`src/rtl/direct_mapped_cache_write_through_top_defines.svh`:
```
// ----------------------------------------------------------------------------
// Assertion macros for the direct-mapped write-through cache
// Shared property wrappers; all properties sample on clk_i and are
// disabled while rst_ni is low.
// ----------------------------------------------------------------------------
`ifndef DIRECT_MAPPED_CACHE_WRITE_THROUGH_TOP_DEFINES_SVH
`define DIRECT_MAPPED_CACHE_WRITE_THROUGH_TOP_DEFINES_SVH

// Same-cycle implication.
`define DMCWT_ASSERT_NOW(lbl, ant, cons) \
  lbl: assert property (@(posedge clk_i) disable iff (!rst_ni) (ant) |-> (cons)) \
    else $error("cache assertion failed");

// Next-cycle implication.
`define DMCWT_ASSERT_NEXT(lbl, ant, cons) \
  lbl: assert property (@(posedge clk_i) disable iff (!rst_ni) (ant) |=> (cons)) \
    else $error("cache assertion failed");

`endif

```
`src/rtl/dmcwt_pkg.sv`:
```
// ----------------------------------------------------------------------------
// dmcwt_pkg
// Sizes, register indexes and divider interface types for the cache.
// ----------------------------------------------------------------------------
package dmcwt_pkg;

  localparam int MEM_WORDS = 1024;
  localparam int LINES     = 64;
  localparam int BLOCK_MAX = 16;

  localparam int DIV_W = 11;

  localparam logic [1:0] CFG_MEM_SIZE    = 2'd0;
  localparam logic [1:0] CFG_CACHE_WORDS = 2'd1;
  localparam logic [1:0] CFG_BLOCK_WORDS = 2'd2;

  typedef struct packed {
    logic             start;
    logic [DIV_W-1:0] dividend;
    logic [DIV_W-1:0] divisor;
  } div_req_t;

  typedef struct packed {
    logic             done;
    logic [DIV_W-1:0] quot;
    logic [DIV_W-1:0] rem;
  } div_rsp_t;

endpackage

```
`src/rtl/dmcwt_divider.sv`:
```
// ----------------------------------------------------------------------------
// dmcwt_divider
// Restoring divider, one quotient bit per cycle, shared by the sequencer.
// ----------------------------------------------------------------------------
module dmcwt_divider (
  input  logic                clk_i,
  input  logic                rst_ni,
  input  dmcwt_pkg::div_req_t req_i,
  output dmcwt_pkg::div_rsp_t rsp_o
);
  import dmcwt_pkg::*;

  localparam int CNT_W = $clog2(DIV_W + 1);

  logic [DIV_W-1:0] rem_q, quo_q, dsr_q;
  logic [CNT_W-1:0] cnt_q;
  logic             run_q, done_q;
  logic [DIV_W:0]   shifted, trial;

  assign shifted = {rem_q, quo_q[DIV_W-1]};
  assign trial   = shifted - {1'b0, dsr_q};

  always_ff @(posedge clk_i or negedge rst_ni) begin
    if (!rst_ni) begin
      run_q  <= 1'b0;
      done_q <= 1'b0;
      cnt_q  <= '0;
    end else begin
      done_q <= 1'b0;
      if (req_i.start) begin
        run_q <= 1'b1;
        cnt_q <= CNT_W'(DIV_W);
      end else if (run_q) begin
        cnt_q <= cnt_q - 1'b1;
        if (cnt_q == CNT_W'(1)) begin
          run_q  <= 1'b0;
          done_q <= 1'b1;
        end
      end
    end
  end

  // payload, no reset
  always_ff @(posedge clk_i) begin
    if (req_i.start) begin
      rem_q <= '0;
      quo_q <= req_i.dividend;
      dsr_q <= req_i.divisor;
    end else if (run_q) begin
      if (!trial[DIV_W]) begin
        rem_q <= trial[DIV_W-1:0];
      end else begin
        rem_q <= shifted[DIV_W-1:0];
      end
      quo_q <= {quo_q[DIV_W-2:0], ~trial[DIV_W]};
    end
  end

  assign rsp_o.done = done_q;
  assign rsp_o.quot = quo_q;
  assign rsp_o.rem  = rem_q;

endmodule

```
`config.mk`:
```
export PLATFORM = sky130hd
export DESIGN_NAME = dmcwt_divider
export DESIGN_NICKNAME = d
export VERILOG_FILES = /design/src/rtl/direct_mapped_cache_write_through_top_defines.svh /design/src/rtl/dmcwt_pkg.sv /design/src/rtl/dmcwt_divider.sv
export SDC_FILE = /design/constraint.sdc
export NUM_CORES = 1
export LEC_CHECK = 0
export BUFFER_PORTS_ARGS = -buffer_cell sky130_fd_sc_hd__buf_4
export CAP_MARGIN = 40
export CORE_UTILIZATION = 43
export DETAILED_ROUTE_END_ITERATION = 10
export PLACE_DENSITY = 0.63
export SLEW_MARGIN = 20
export SYNTH_ARGS = -nofsm -noshare
export SYNTH_HDL_FRONTEND = slang
export SYNTH_SLANG_ARGS = --single-unit
```
`constraint.sdc`:
```
create_clock -name clk_i -period 3.2 [get_ports clk_i]
set_input_delay 0.16 -clock clk_i [delete_from_list [all_inputs] [get_ports clk_i]]
set_output_delay 0.16 -clock clk_i [all_outputs]
set_load 0.02 [all_outputs]
```
=== Word-level counts from Yosys, hierarchy flattened ===
Index checks and enable logic that the tools add are counted.

* Reductions and logical operators: 1
* Add/subtract/negate cells: 2
* Eq/ne operators: 1
* Bitwise operators: 1
* Mux-type cells: 11

{| class="wikitable"
|+ Operator list
! kind !! number
|-
| 11-bit two-way mux || 3
|-
| 12-bit by 11-bit subtractor with 12-bit output || 1
|-
| 4-bit two-way mux || 2
|-
| 1-bit two-way mux || 6
|-
| 4-bit by 1-bit equality test with 1-bit output, second input constant || 1
|-
| 4-bit by 1-bit subtractor with 4-bit output, second input constant || 1
|-
| 2-bit nonzero test || 1
|-
| 1-bit inverter || 1
|}

* Flip-flop bits (word level): 39
* Output and inout bits: 23
* Logic and storage cells: 22
* Bits of input ports: 25

=== Longest topological paths before layout ===
Gate-level depths: netlist (run 1).

* Word-level depth: 4
* Depth in mapped cells: 10
* Depth with buffers taken out: 10

=== Least setup slack after synthesis (run 1) ===
Ideal clock, no wire load.

* Path kind: register to register
* Start point: register rem_q[5]
* End point: register rem_q[0]
* Arrival time: 2.480 ns
* Path slack: 0.634 ns
* Buffers on the path: 0
* Stages on the path, launching flop included: 8
* Clock period less this slack: 2.566 ns
* Library setup time: 0.086 ns
* Data required time: 3.114 ns
* Cells stage by stage: dfxtp_1 > ha_1 > a21o_1 > or3_4 > o21a_1 > o311ai_4 > mux2_2 > a211oi_1

* Longest elaborated chain between the ends: 2

{| class="wikitable"
|+ Ends and longest elaborated chain
! item !! line !! text
|-
| start: declaration || dmcwt_divider.sv:15 || <nowiki>logic [DIV_W-1:0] rem_q, quo_q, dsr_q;</nowiki>
|-
| start signal: assignment || dmcwt_divider.sv:51 || <nowiki>rem_q <= trial[DIV_W-1:0];</nowiki>
|-
| start signal: assignment || dmcwt_divider.sv:53 || <nowiki>rem_q <= shifted[DIV_W-1:0];</nowiki>
|-
| 12-bit by 11-bit subtractor with 12-bit output || dmcwt_divider.sv:21 || <nowiki>assign trial = shifted - {1'b0, dsr_q};</nowiki>
|-
| 11-bit two-way mux || dmcwt_divider.sv:50 || <nowiki>if (!trial[DIV_W]) begin</nowiki>
|}

Every way passes these cells.
A chain may end at the register's enable or synchronous reset.

=== Final worst setup path (run 1) ===
* Start point: register dsr_q[8]
* End point: register rem_q[3]

* Longest elaborated chain between the ends: 2

{| class="wikitable"
|+ Ends and longest elaborated chain
! item !! line !! text
|-
| start: declaration || dmcwt_divider.sv:15 ||
|-
| start signal: assignment || dmcwt_divider.sv:48 || <nowiki>dsr_q <= req_i.divisor;</nowiki>
|-
| 12-bit by 11-bit subtractor with 12-bit output || dmcwt_divider.sv:21 ||
|-
| 11-bit two-way mux || dmcwt_divider.sv:50 ||
|}

Every way passes these cells.

==> impl_summary.md, run 1 <==
Run status
The flow ran to the end, and the final reports show no timing, DRC or antenna violations.

STA
Once routing completed, OpenROAD measured the worst setup slack at 569.7 ps. The clock period minus worst slack is 2630 ps. The count of endpoints failing hold in the final timing report came to 0. Headroom to the max-slew limit came out at 66.66%. After layout, the worst path uses 82.20% of the clock period.

The count of pins over their slew limit is 0. Timing would allow up to 380.2 MHz. Setup repair after global routing left no endpoint under its margin. The slew at the pin with the worst max-slew slack is 498.8 ps.

Setup violations remaining at the end of the flow were counted as 0. The largest clock skew in the final design is 5.377 ps. The final setup TNS is 0 ps.

Global routing
The number of antenna violations at the first check in global routing is 0. Entering global routing, the biggest net connects 35 pins. The final global-route overflow total is 0. Global routing used 18.03% of the available tracks across all layers. The first global-routing pass estimated 7210 µm of wire. The via count of the first global-routing pass came to 1548.

Setup path
The critical path launch point is dsr_q[8]$_DFFE_PP_. The worst setup path is captured at a flip-flop. The worst register-to-register path begins at dsr_q[8]$_DFFE_PP_. In this run the critical register-to-register path is captured at rem_q[3]$_SDFFE_PP0P_. The start-to-end type of the worst setup path is flip-flop to flip-flop.

The highest cell delay on the worst timing path is 400 ps. Data on the critical path is required at its endpoint by 3400 ps. The highest-delay cell along the critical path is sky130_fd_sc_hd__ha_1. The biggest fanout along the worst timing path is 12. The setup check on the worst reg-to-reg path leaves a slack of 570 ps. The endpoint arrival time on the critical path is 2830 ps. The critical path capture point is rem_q[3]$_SDFFE_PP0P_. Traced cell by cell, the critical path runs through inv_1 > ha_1 > a21oi_1 > o21ai_1 > mux2i_1 > o311ai_4 > buf_4 > a211o_2 > a311oi_2.

The kind of start point of the critical path is a flip-flop. The worst register-to-register path has a depth of 9.

Die
The die footprint is 5339 µm². For this design the top-level I/O count stands at 48. The die extent in y is 73.07 µm. The die outline width is 73.07 µm. The number of placement rows is 25. The core area is 4786 µm². The initial standard-cell utilization of the core is 45.39%.

Clock tree
The tree is rooted in a sky130_fd_sc_hd__clkbuf_8. For this design, the sink count on the clock tree is 39. No sink is reached through more buffers than the 2 on the longest clock path.

The number of gates resized after CTS was 0. The clock tree from TritonCTS is yes. The H-tree generated during clock tree synthesis spans 2 levels.

The later pin in the worst-skew pair is clocked with a latency of 290 ps. The clock-pin slew of the registers on the worst-case setup and hold paths is 80 ps. The CTS buffer count is 5.

Logic synthesis
By area the synthesized netlist is led by sky130_fd_sc_hd__edfxtp_1 (30%), sky130_fd_sc_hd__dfxtp_1 (10%), sky130_fd_sc_hd__ha_1 (7.5%). The top cell type by total area after synthesis is sky130_fd_sc_hd__edfxtp_1. The cell count after synthesis is 200. The share of synthesized area in the top cell type comes to 30.41%. For this run, asynchronously set or reset flops after synthesis account for 15.38%.

The register bit total from synthesis is 39. By count the netlist is led by sky130_fd_sc_hd__edfxtp_1 (22), sky130_fd_sc_hd__inv_1 (19), sky130_fd_sc_hd__nor2_1 (18). In the post-synthesis netlist, the cell with the most instances is sky130_fd_sc_hd__edfxtp_1. Yosys printed 0 warnings. The proportion of synthesized chip area in sequential cells is 47.47%.

The prevailing post-synth register cell is sky130_fd_sc_hd__edfxtp_1. The number of synthesized flops with an enable pin is 22. Synthesis produced a netlist with a net count of 239.

Counting distinct cell types in the post-synthesis netlist gives 48. Summing every instance area after synthesis gives 2172 µm². Each instance of the synthesized netlist takes up on average 10.86 µm².

Worst hold path
The tightest min-delay check is of the input pin to flip-flop type. The startpoint identified for the worst hold timing path is req_i[2].

Cells and area
After routing the design area is 2683 µm². The area growth from synthesis to layout is 23.50%. The total of fill cells in the finished design is 444. In the final layout, the share of cells above drive strength 1 is 30.12%.

The number of antenna repair diodes is 0. Cells fill 56.05% of the core in the end. The net count of the finished layout is 287.

Drt
For this run, design rule violations remaining after detail routing come to 0. Detailed routing inserted a total of 1583 vias. In this run the remaining antenna-violating nets after routing total 0. The post-detailed-route via-to-cell ratio is 5.009. The average wire per standard cell is 13.69 µm. The routed design has 4327 µm of wire. The number of detailed-route iterations in the first pass is 4. The DRC marker count from the first detailed-route iteration is 65.

Placed design
The wire-length estimate of the detail-placed layout is 3126 µm. Input and output buffers added on the ports amount to 47. The placer congestion estimate is 0.8686. The placement-stage worst setup slack is 602.5 ps. In this run the cell area measured after placement is 2579 µm².

Power
Dividing total power by cell area gives a power density of 434.6 nW/µm². The static leakage is 1.201 nW. The total power consumption of the routed design is 1.166 mW.

The worst-case IR drop observed on VDD is 0.0003202 V.

Job
The number of max-cap violations is 0.
## worst min path at each step
stage	to	slack, ps	cells past startpoint
2_1_floorplan	cnt_q[0]$_DFFE_PN0P_	-140	0
3_3_place_gp	cnt_q[1]$_DFFE_PN0P_	-30	1
3_5_place_dp	cnt_q[1]$_DFFE_PN0P_	-30	1
4_1_cts	dsr_q[2]$_DFFE_PP_	30	1
5_1_grt	dsr_q[0]$_DFFE_PP_	30	1
6_report	dsr_q[2]$_DFFE_PP_	40	1
## kinds of logic after synthesis
family / Yosys count / share of synthesized area, %
AO/OA/AOI/OAI: 40 / 14.86
buffers and inverters: 29 / 5.530
AND/OR/NAND/NOR: 50 / 10.71
multiplexers: 18 / 8.986
adder cells (fa/ha/maj): 14 / 8.410
flip-flops: 39 / 47.47
XOR/XNOR: 10 / 4.033
## cell type report
cell class,instances,area [µm²],area share [%]
clock inverters,2,11.26,0.4198
flip-flops and latches,39,1031,38.43
repair buffers,50,377.9,14.09
inverters,20,75.07,2.799
well taps,67,83.83,3.125
multi-input cells,132,1021,38.06
clock buffers,6,82.58,3.078
## state kept, by name, indices dropped and copies added (netlist names)
name,flops
rem_q,11
quo_q,11
cnt_q,4
done_q,1
run_q,1
dsr_q,11
## power breakdown
group / switching, mW / internal, mW
Combinational: 0.118 / 0.110
Clock: 0.176 / 0.172
Sequential: 0.0212 / 0.569
Total: 0.315 / 0.851
## repair_timing
action                    in CTS  in global routing
buffers inserted               0                  0
hold endpoints to repair       6                  0
hold buffers                   1                  0
## critical path, delay by kind of cell, from the launching register on
| kind | cells | cell delay, ps |
|---|---|---|
| compound gates | 5 | 1220 |
| fa+ha+maj | 1 | 400 |
| buf+inv | 2 | 280 |
| flops | 1 | 320 |
| mux | 1 | 330 |
## cells in the final DEF (no fill, tap or decap), types with 2 or more instances in the layout
| cell | n |
|---|---|
| sky130_fd_sc_hd__edfxtp_1 | 22 |
| sky130_fd_sc_hd__dfrtp_1 | 6 |
| sky130_fd_sc_hd__o2111ai_1 | 2 |
| sky130_fd_sc_hd__o21a_1 | 3 |
| sky130_fd_sc_hd__nand2_1 | 15 |
| sky130_fd_sc_hd__a21o_1 | 2 |
| sky130_fd_sc_hd__clkbuf_8 | 6 |
| sky130_fd_sc_hd__xor2_1 | 2 |
| sky130_fd_sc_hd__nor4_1 | 2 |
| sky130_fd_sc_hd__dfxtp_1 | 11 |
| sky130_fd_sc_hd__xnor2_1 | 8 |
| sky130_fd_sc_hd__nor2b_1 | 2 |
| sky130_fd_sc_hd__a211oi_1 | 6 |
| sky130_fd_sc_hd__mux2i_1 | 6 |
| sky130_fd_sc_hd__nand3_1 | 5 |
| sky130_fd_sc_hd__ha_1 | 13 |
| sky130_fd_sc_hd__o21bai_1 | 2 |
| sky130_fd_sc_hd__o21ai_0 | 6 |
| sky130_fd_sc_hd__mux2_2 | 12 |
| sky130_fd_sc_hd__buf_4 | 49 |
| sky130_fd_sc_hd__clkinv_1 | 2 |
| sky130_fd_sc_hd__nor2_1 | 18 |
| sky130_fd_sc_hd__a21oi_1 | 5 |
| sky130_fd_sc_hd__inv_1 | 19 |
## stage by stage
step,std cells,hold slack [ps]
floorplan,200,-135.6
global placement,307,-29.43
detailed placement,307,-26.76
CTS,316,32.80
global route,316,27.78
finish,316,40.85
## metal layers
layer	track usage [%]	wire (µm)	up-vias
met1	23.95	2102	728
met3	4.006	171	2
met5	0	0	-
met2	29.73	2036	34
li1	-	-	819
met4	4.575	17	0
(Power assumes the default switching activity.)
==> run 2: changes to the inputs <==
- ABC_AREA: default -> 1
- PLACE_DENSITY: 0.63 -> 0.61
- clock period: 3.2 -> 2.6 ns (I/O delays scaled with it)
==> run 2 against run 1 <==
Net effect: critical path depth is 2 higher; setup slack got worse by 47 ps; die area up 16%; global-route usage grew 0.11 points; highest routed layer unchanged; critical path type unchanged.
==> impl_summary.md, run 2 <==
Run status
Run status: finished, final reports clean (unchanged).

Cells and area
The most common cell after layout, fill and taps aside is sky130_fd_sc_hd__nand2_1 (was sky130_fd_sc_hd__buf_4). Registers with the most flip-flops: dsr_q (11), quo_q (11), rem_q (11) (unchanged). The ratio of cells with drive above 1 in the final layout came to 30.90% (was 30.12%). The number of antenna repair diodes is 0 (unchanged). The final standard cell count with taps included and fillers excluded is 428 (was 316). The total number of nets in the final design is 394 (was 287). Commonest non-fill, non-tap cells in the layout: sky130_fd_sc_hd__nand2_1 (96), sky130_fd_sc_hd__buf_4 (49), sky130_fd_sc_hd__inv_1 (37) (was sky130_fd_sc_hd__buf_4 (49), sky130_fd_sc_hd__edfxtp_1 (22), sky130_fd_sc_hd__inv_1 (19)). The post-layout instance area came to 3108 µm² (was 2683 µm²). The relative area change from synthesis to final layout is 22.91% (was 23.50%). The post-layout utilization of the core is 55.76% (was 56.05%).

Setup path
The critical path capture point is rem_q[10]$_SDFFE_PP0P_ (was rem_q[3]$_SDFFE_PP0P_). The critical path data required time came to 2800 ps (was 3400 ps). The number of cells traversed by the worst register-to-register path is 11 (was 9). The critical path launch point was rem_q[5]$_SDFFE_PP0P_ (was dsr_q[8]$_DFFE_PP_). The critical path capture point type is a flip-flop (unchanged). The launching point of the worst reg2reg path is rem_q[5]$_SDFFE_PP0P_ (was dsr_q[8]$_DFFE_PP_). The kind of cell with the highest combined delay on the critical path was simple AND/OR/NAND/NOR gates (was compound AO/OA/AOI/OAI gates).

Cells traversed along the worst timing path: ha_1 > nand2_1 > inv_2 > nand2_1 > nand2_2 > nand2_2 > nand4_4 > nand2_4 > nand2_1 > nand3_1 > nand2_1 (was inv_1 > ha_1 > a21oi_1 > o21ai_1 > mux2i_1 > o311ai_4 > buf_4 > a211o_2 > a311oi_2). The buffer and inverter count on the worst path is 1 (was 2). The biggest fanout along the worst timing path was 13 (was 12). The endpoint arrival time on the critical path is 2270 ps (was 2830 ps).

The kind of start point of the critical path is a flip-flop (unchanged). The worst-case register-to-register setup slack is 520 ps (was 570 ps). The start-to-end type of the worst setup path is flip-flop to flip-flop (unchanged).

The worst flop-to-flop path endpoint is rem_q[10]$_SDFFE_PP0P_ (was rem_q[3]$_SDFFE_PP0P_). The highest cell delay on the worst timing path is 370 ps (was 400 ps). In this design, the critical path's most frequently occurring cell is sky130_fd_sc_hd__nand2_1.

The highest-delay cell along the critical path is sky130_fd_sc_hd__dfxtp_1 (was sky130_fd_sc_hd__ha_1). The logic depth of the worst path, buffers included is 11 (was 9).

Logic synthesis
The post-synthesis instance area came to 2529 µm² (was 2172 µm²). The cell with the most instances after synthesis was sky130_fd_sc_hd__nand2_1 (was sky130_fd_sc_hd__edfxtp_1). The number of distinct library cell variants in the gate-level netlist after synthesis is 33 (was 48). The prevailing post-synth register cell is sky130_fd_sc_hd__edfxtp_1 (unchanged). The area share of the largest cell type after synthesis is 26.13% (was 30.41%).

The post-synthesis net count is 337 (was 239). Top cells by area, synth: sky130_fd_sc_hd__edfxtp_1 (26%), sky130_fd_sc_hd__nand2_1 (14%), sky130_fd_sc_hd__dfxtp_1 (8.7%) (was sky130_fd_sc_hd__edfxtp_1 (30%), sky130_fd_sc_hd__dfxtp_1 (10%), sky130_fd_sc_hd__ha_1 (7.5%)). The async set or reset register ratio after synthesis came to 15.38% (unchanged). Top cells by count, synth: sky130_fd_sc_hd__nand2_1 (96), sky130_fd_sc_hd__inv_1 (37), sky130_fd_sc_hd__edfxtp_1 (22) (was sky130_fd_sc_hd__edfxtp_1 (22), sky130_fd_sc_hd__inv_1 (19), sky130_fd_sc_hd__nor2_1 (18)). The number of synthesized flops with an enable pin is 22 (unchanged). The total number of yosys warnings was 0 (unchanged). The register bit total from synthesis is 39 (unchanged). The top cell type by total area after synthesis is sky130_fd_sc_hd__edfxtp_1 (unchanged). The cell count after synthesis came to 298 (was 200). The average cell area after synthesis is 8.485 µm² (was 10.86 µm²). The proportion of synthesized chip area in sequential cells is 40.77% (was 47.47%).

Power
The worst IR drop on VDD came to 0.0003990 V (was 0.0003202 V). The power density over cell area is 848.1 nW/µm² (was 434.6 nW/µm²). The total power consumption of the routed design is 2.636 mW (was 1.166 mW). The static leakage is 1.642 nW (was 1.201 nW).

Clock tree
The largest buffer count on any clock path is 2 (unchanged). The clock tree from TritonCTS is yes (unchanged). The count of clock tree sinks is 39 (unchanged). The clock-pin slew of the registers on the worst-case setup and hold paths is 90 ps (was 80 ps). The post-cts repair resize count is 0 (unchanged). The root buffer selected by CTS is sky130_fd_sc_hd__clkbuf_8 (unchanged). The H-tree depth is 2 (unchanged). The CTS buffer count is 5 (unchanged). The clock latency of the later-clocked register in the worst-skew pair is 300 ps (was 290 ps).

Job
The number of max-cap violations is 0 (unchanged).

Placed design
The placement-stage worst setup slack came to 538.2 ps (was 602.5 ps). The cell count after placement was 410 (was 307). The instance area at placement is 2893 µm² (was 2579 µm²).

The number of input and output port buffers inserted is 47 (unchanged). The placer congestion estimate is 0.8884 (was 0.8686). The placed wire-length estimate after detailed placement came to 3762 µm (was 3126 µm).

Drt
The top metal layer carrying routed signals is met4 (unchanged). The post-detailed-route via-to-cell ratio came to 4.657 (was 5.009). The DRC violation count after routing is 0 (unchanged). The wire length on met1 is 2368 µm (was 2102 µm). The routed length on met3 came to 239 µm (was 171 µm). The overall via count from detail_route was 1993 (was 1583). The detailed-routed wire length on met2 is 2408 µm (was 2036 µm). The total detailed-routing wirelength is 5081 µm (was 4327 µm).

The number of detailed-route iterations in the first pass came to 4 (unchanged). The number of nets still failing antenna checks after routing is 0 (unchanged). The DRC marker count from the first detailed-route iteration is 66 (was 65).

The average wire per standard cell is 11.87 µm (was 13.69 µm).

STA
The count of endpoints failing hold in the final timing report is 0 (unchanged). The number of setup violations in the final report is 0 (unchanged). The normalized max-slew margin is 70.04% (was 66.66%). The largest clock skew in the final design is 11.34 ps (was 5.377 ps). The post-route worst hold slack came to 7.732 ps (was 40.85 ps). RSZ-0062 raised after global routing: false (unchanged). The period utilization came to 79.90% (was 82.20%). The maximum frequency from static timing analysis is 481.3 MHz (was 380.2 MHz). The slew at the pin with the worst max-slew slack came to 448.9 ps (was 498.8 ps). The worst setup margin is 522.5 ps (was 569.7 ps). The final setup TNS came to 0 ps (unchanged). The clock period minus worst slack is 2078 ps (was 2630 ps). The count of pins over their slew limit is 0 (unchanged).

Global routing
The final global-route overflow total is 0 (unchanged). The number of antenna violations at the first check in global routing is 0 (unchanged). The pin count of the biggest net entering global routing is 28 (was 35).

The via count of the first global-routing pass came to 1789 (was 1548). The aggregate global-route resource usage is 18.14% (was 18.03%). The global-route wire length before repair is 8618 µm (was 7210 µm).

Die
The number of placement rows is 27 (was 25). The die outline width was 78.69 µm (was 73.07 µm). The number of primary I/O pins is 48 (unchanged).

The core area is 5574 µm² (was 4786 µm²). The die extent in y is 78.69 µm (was 73.07 µm). The die footprint is 6191 µm² (was 5339 µm²).

The initial standard-cell utilization of the core was 45.36% (was 45.39%).

Worst hold path
The class of the tightest hold or removal check was input pin to flip-flop (unchanged).
-- run 2: cell type report --
type                    instances  area [µm²]
well taps                      72       90.09
clock inverters                 3       46.29
multi-input cells             205        1230
clock buffers                   5       68.82
fillers                       536        2466
inverters                      45       173.9
flip-flops and latches         39        1031
repair buffers                 59       467.9
-- run 2: worst min path at each step --
stage	cells after the start	from	to
floorplan	0	rst_ni	cnt_q[0]$_DFFE_PN0P_
finish	1	req_i[10]	dsr_q[10]$_DFFE_PP_
detailed placement	1	rst_ni	done_q$_DFF_PN0_
CTS	1	req_i[10]	dsr_q[10]$_DFFE_PP_
global route	1	req_i[9]	dsr_q[9]$_DFFE_PP_
global placement	1	rst_ni	run_q$_DFF_PN0_
-- run 2: cells by family after synthesis --
| kind of cell | share of synthesized area [%] |
|---|---|
| xor gates and xnor gates | 1.732 |
| AOI/OAI and AO/OA | 3.167 |
| and+or+nand+nor | 36.52 |
| adders and majority gates | 7.224 |
| DFF | 40.77 |
| buffers and inverters | 10.59 |
-- run 2: report_power, final --
group | internal (mW) | switching, mW | total, mW
logic | 0.509 | 0.751 | 1.26
clock network | 0.289 | 0.242 | 0.532
registers | 0.757 | 0.0872 | 0.844
total | 1.56 | 1.08 | 2.64
-- run 2: what timing repair did --
item | 4_1_cts | 5_1_grt
hold buffers | 9 | 1
buffers inserted | 0 | 0
hold endpoints to repair | 14 | 1
-- run 2: routing by layer --
layer	GRT usage (%)	vias to the layer above
met1	24.09	888
li1	-	1054
met4	5.556	0
met2	29.22	43
met3	4.070	8
met5	0	-
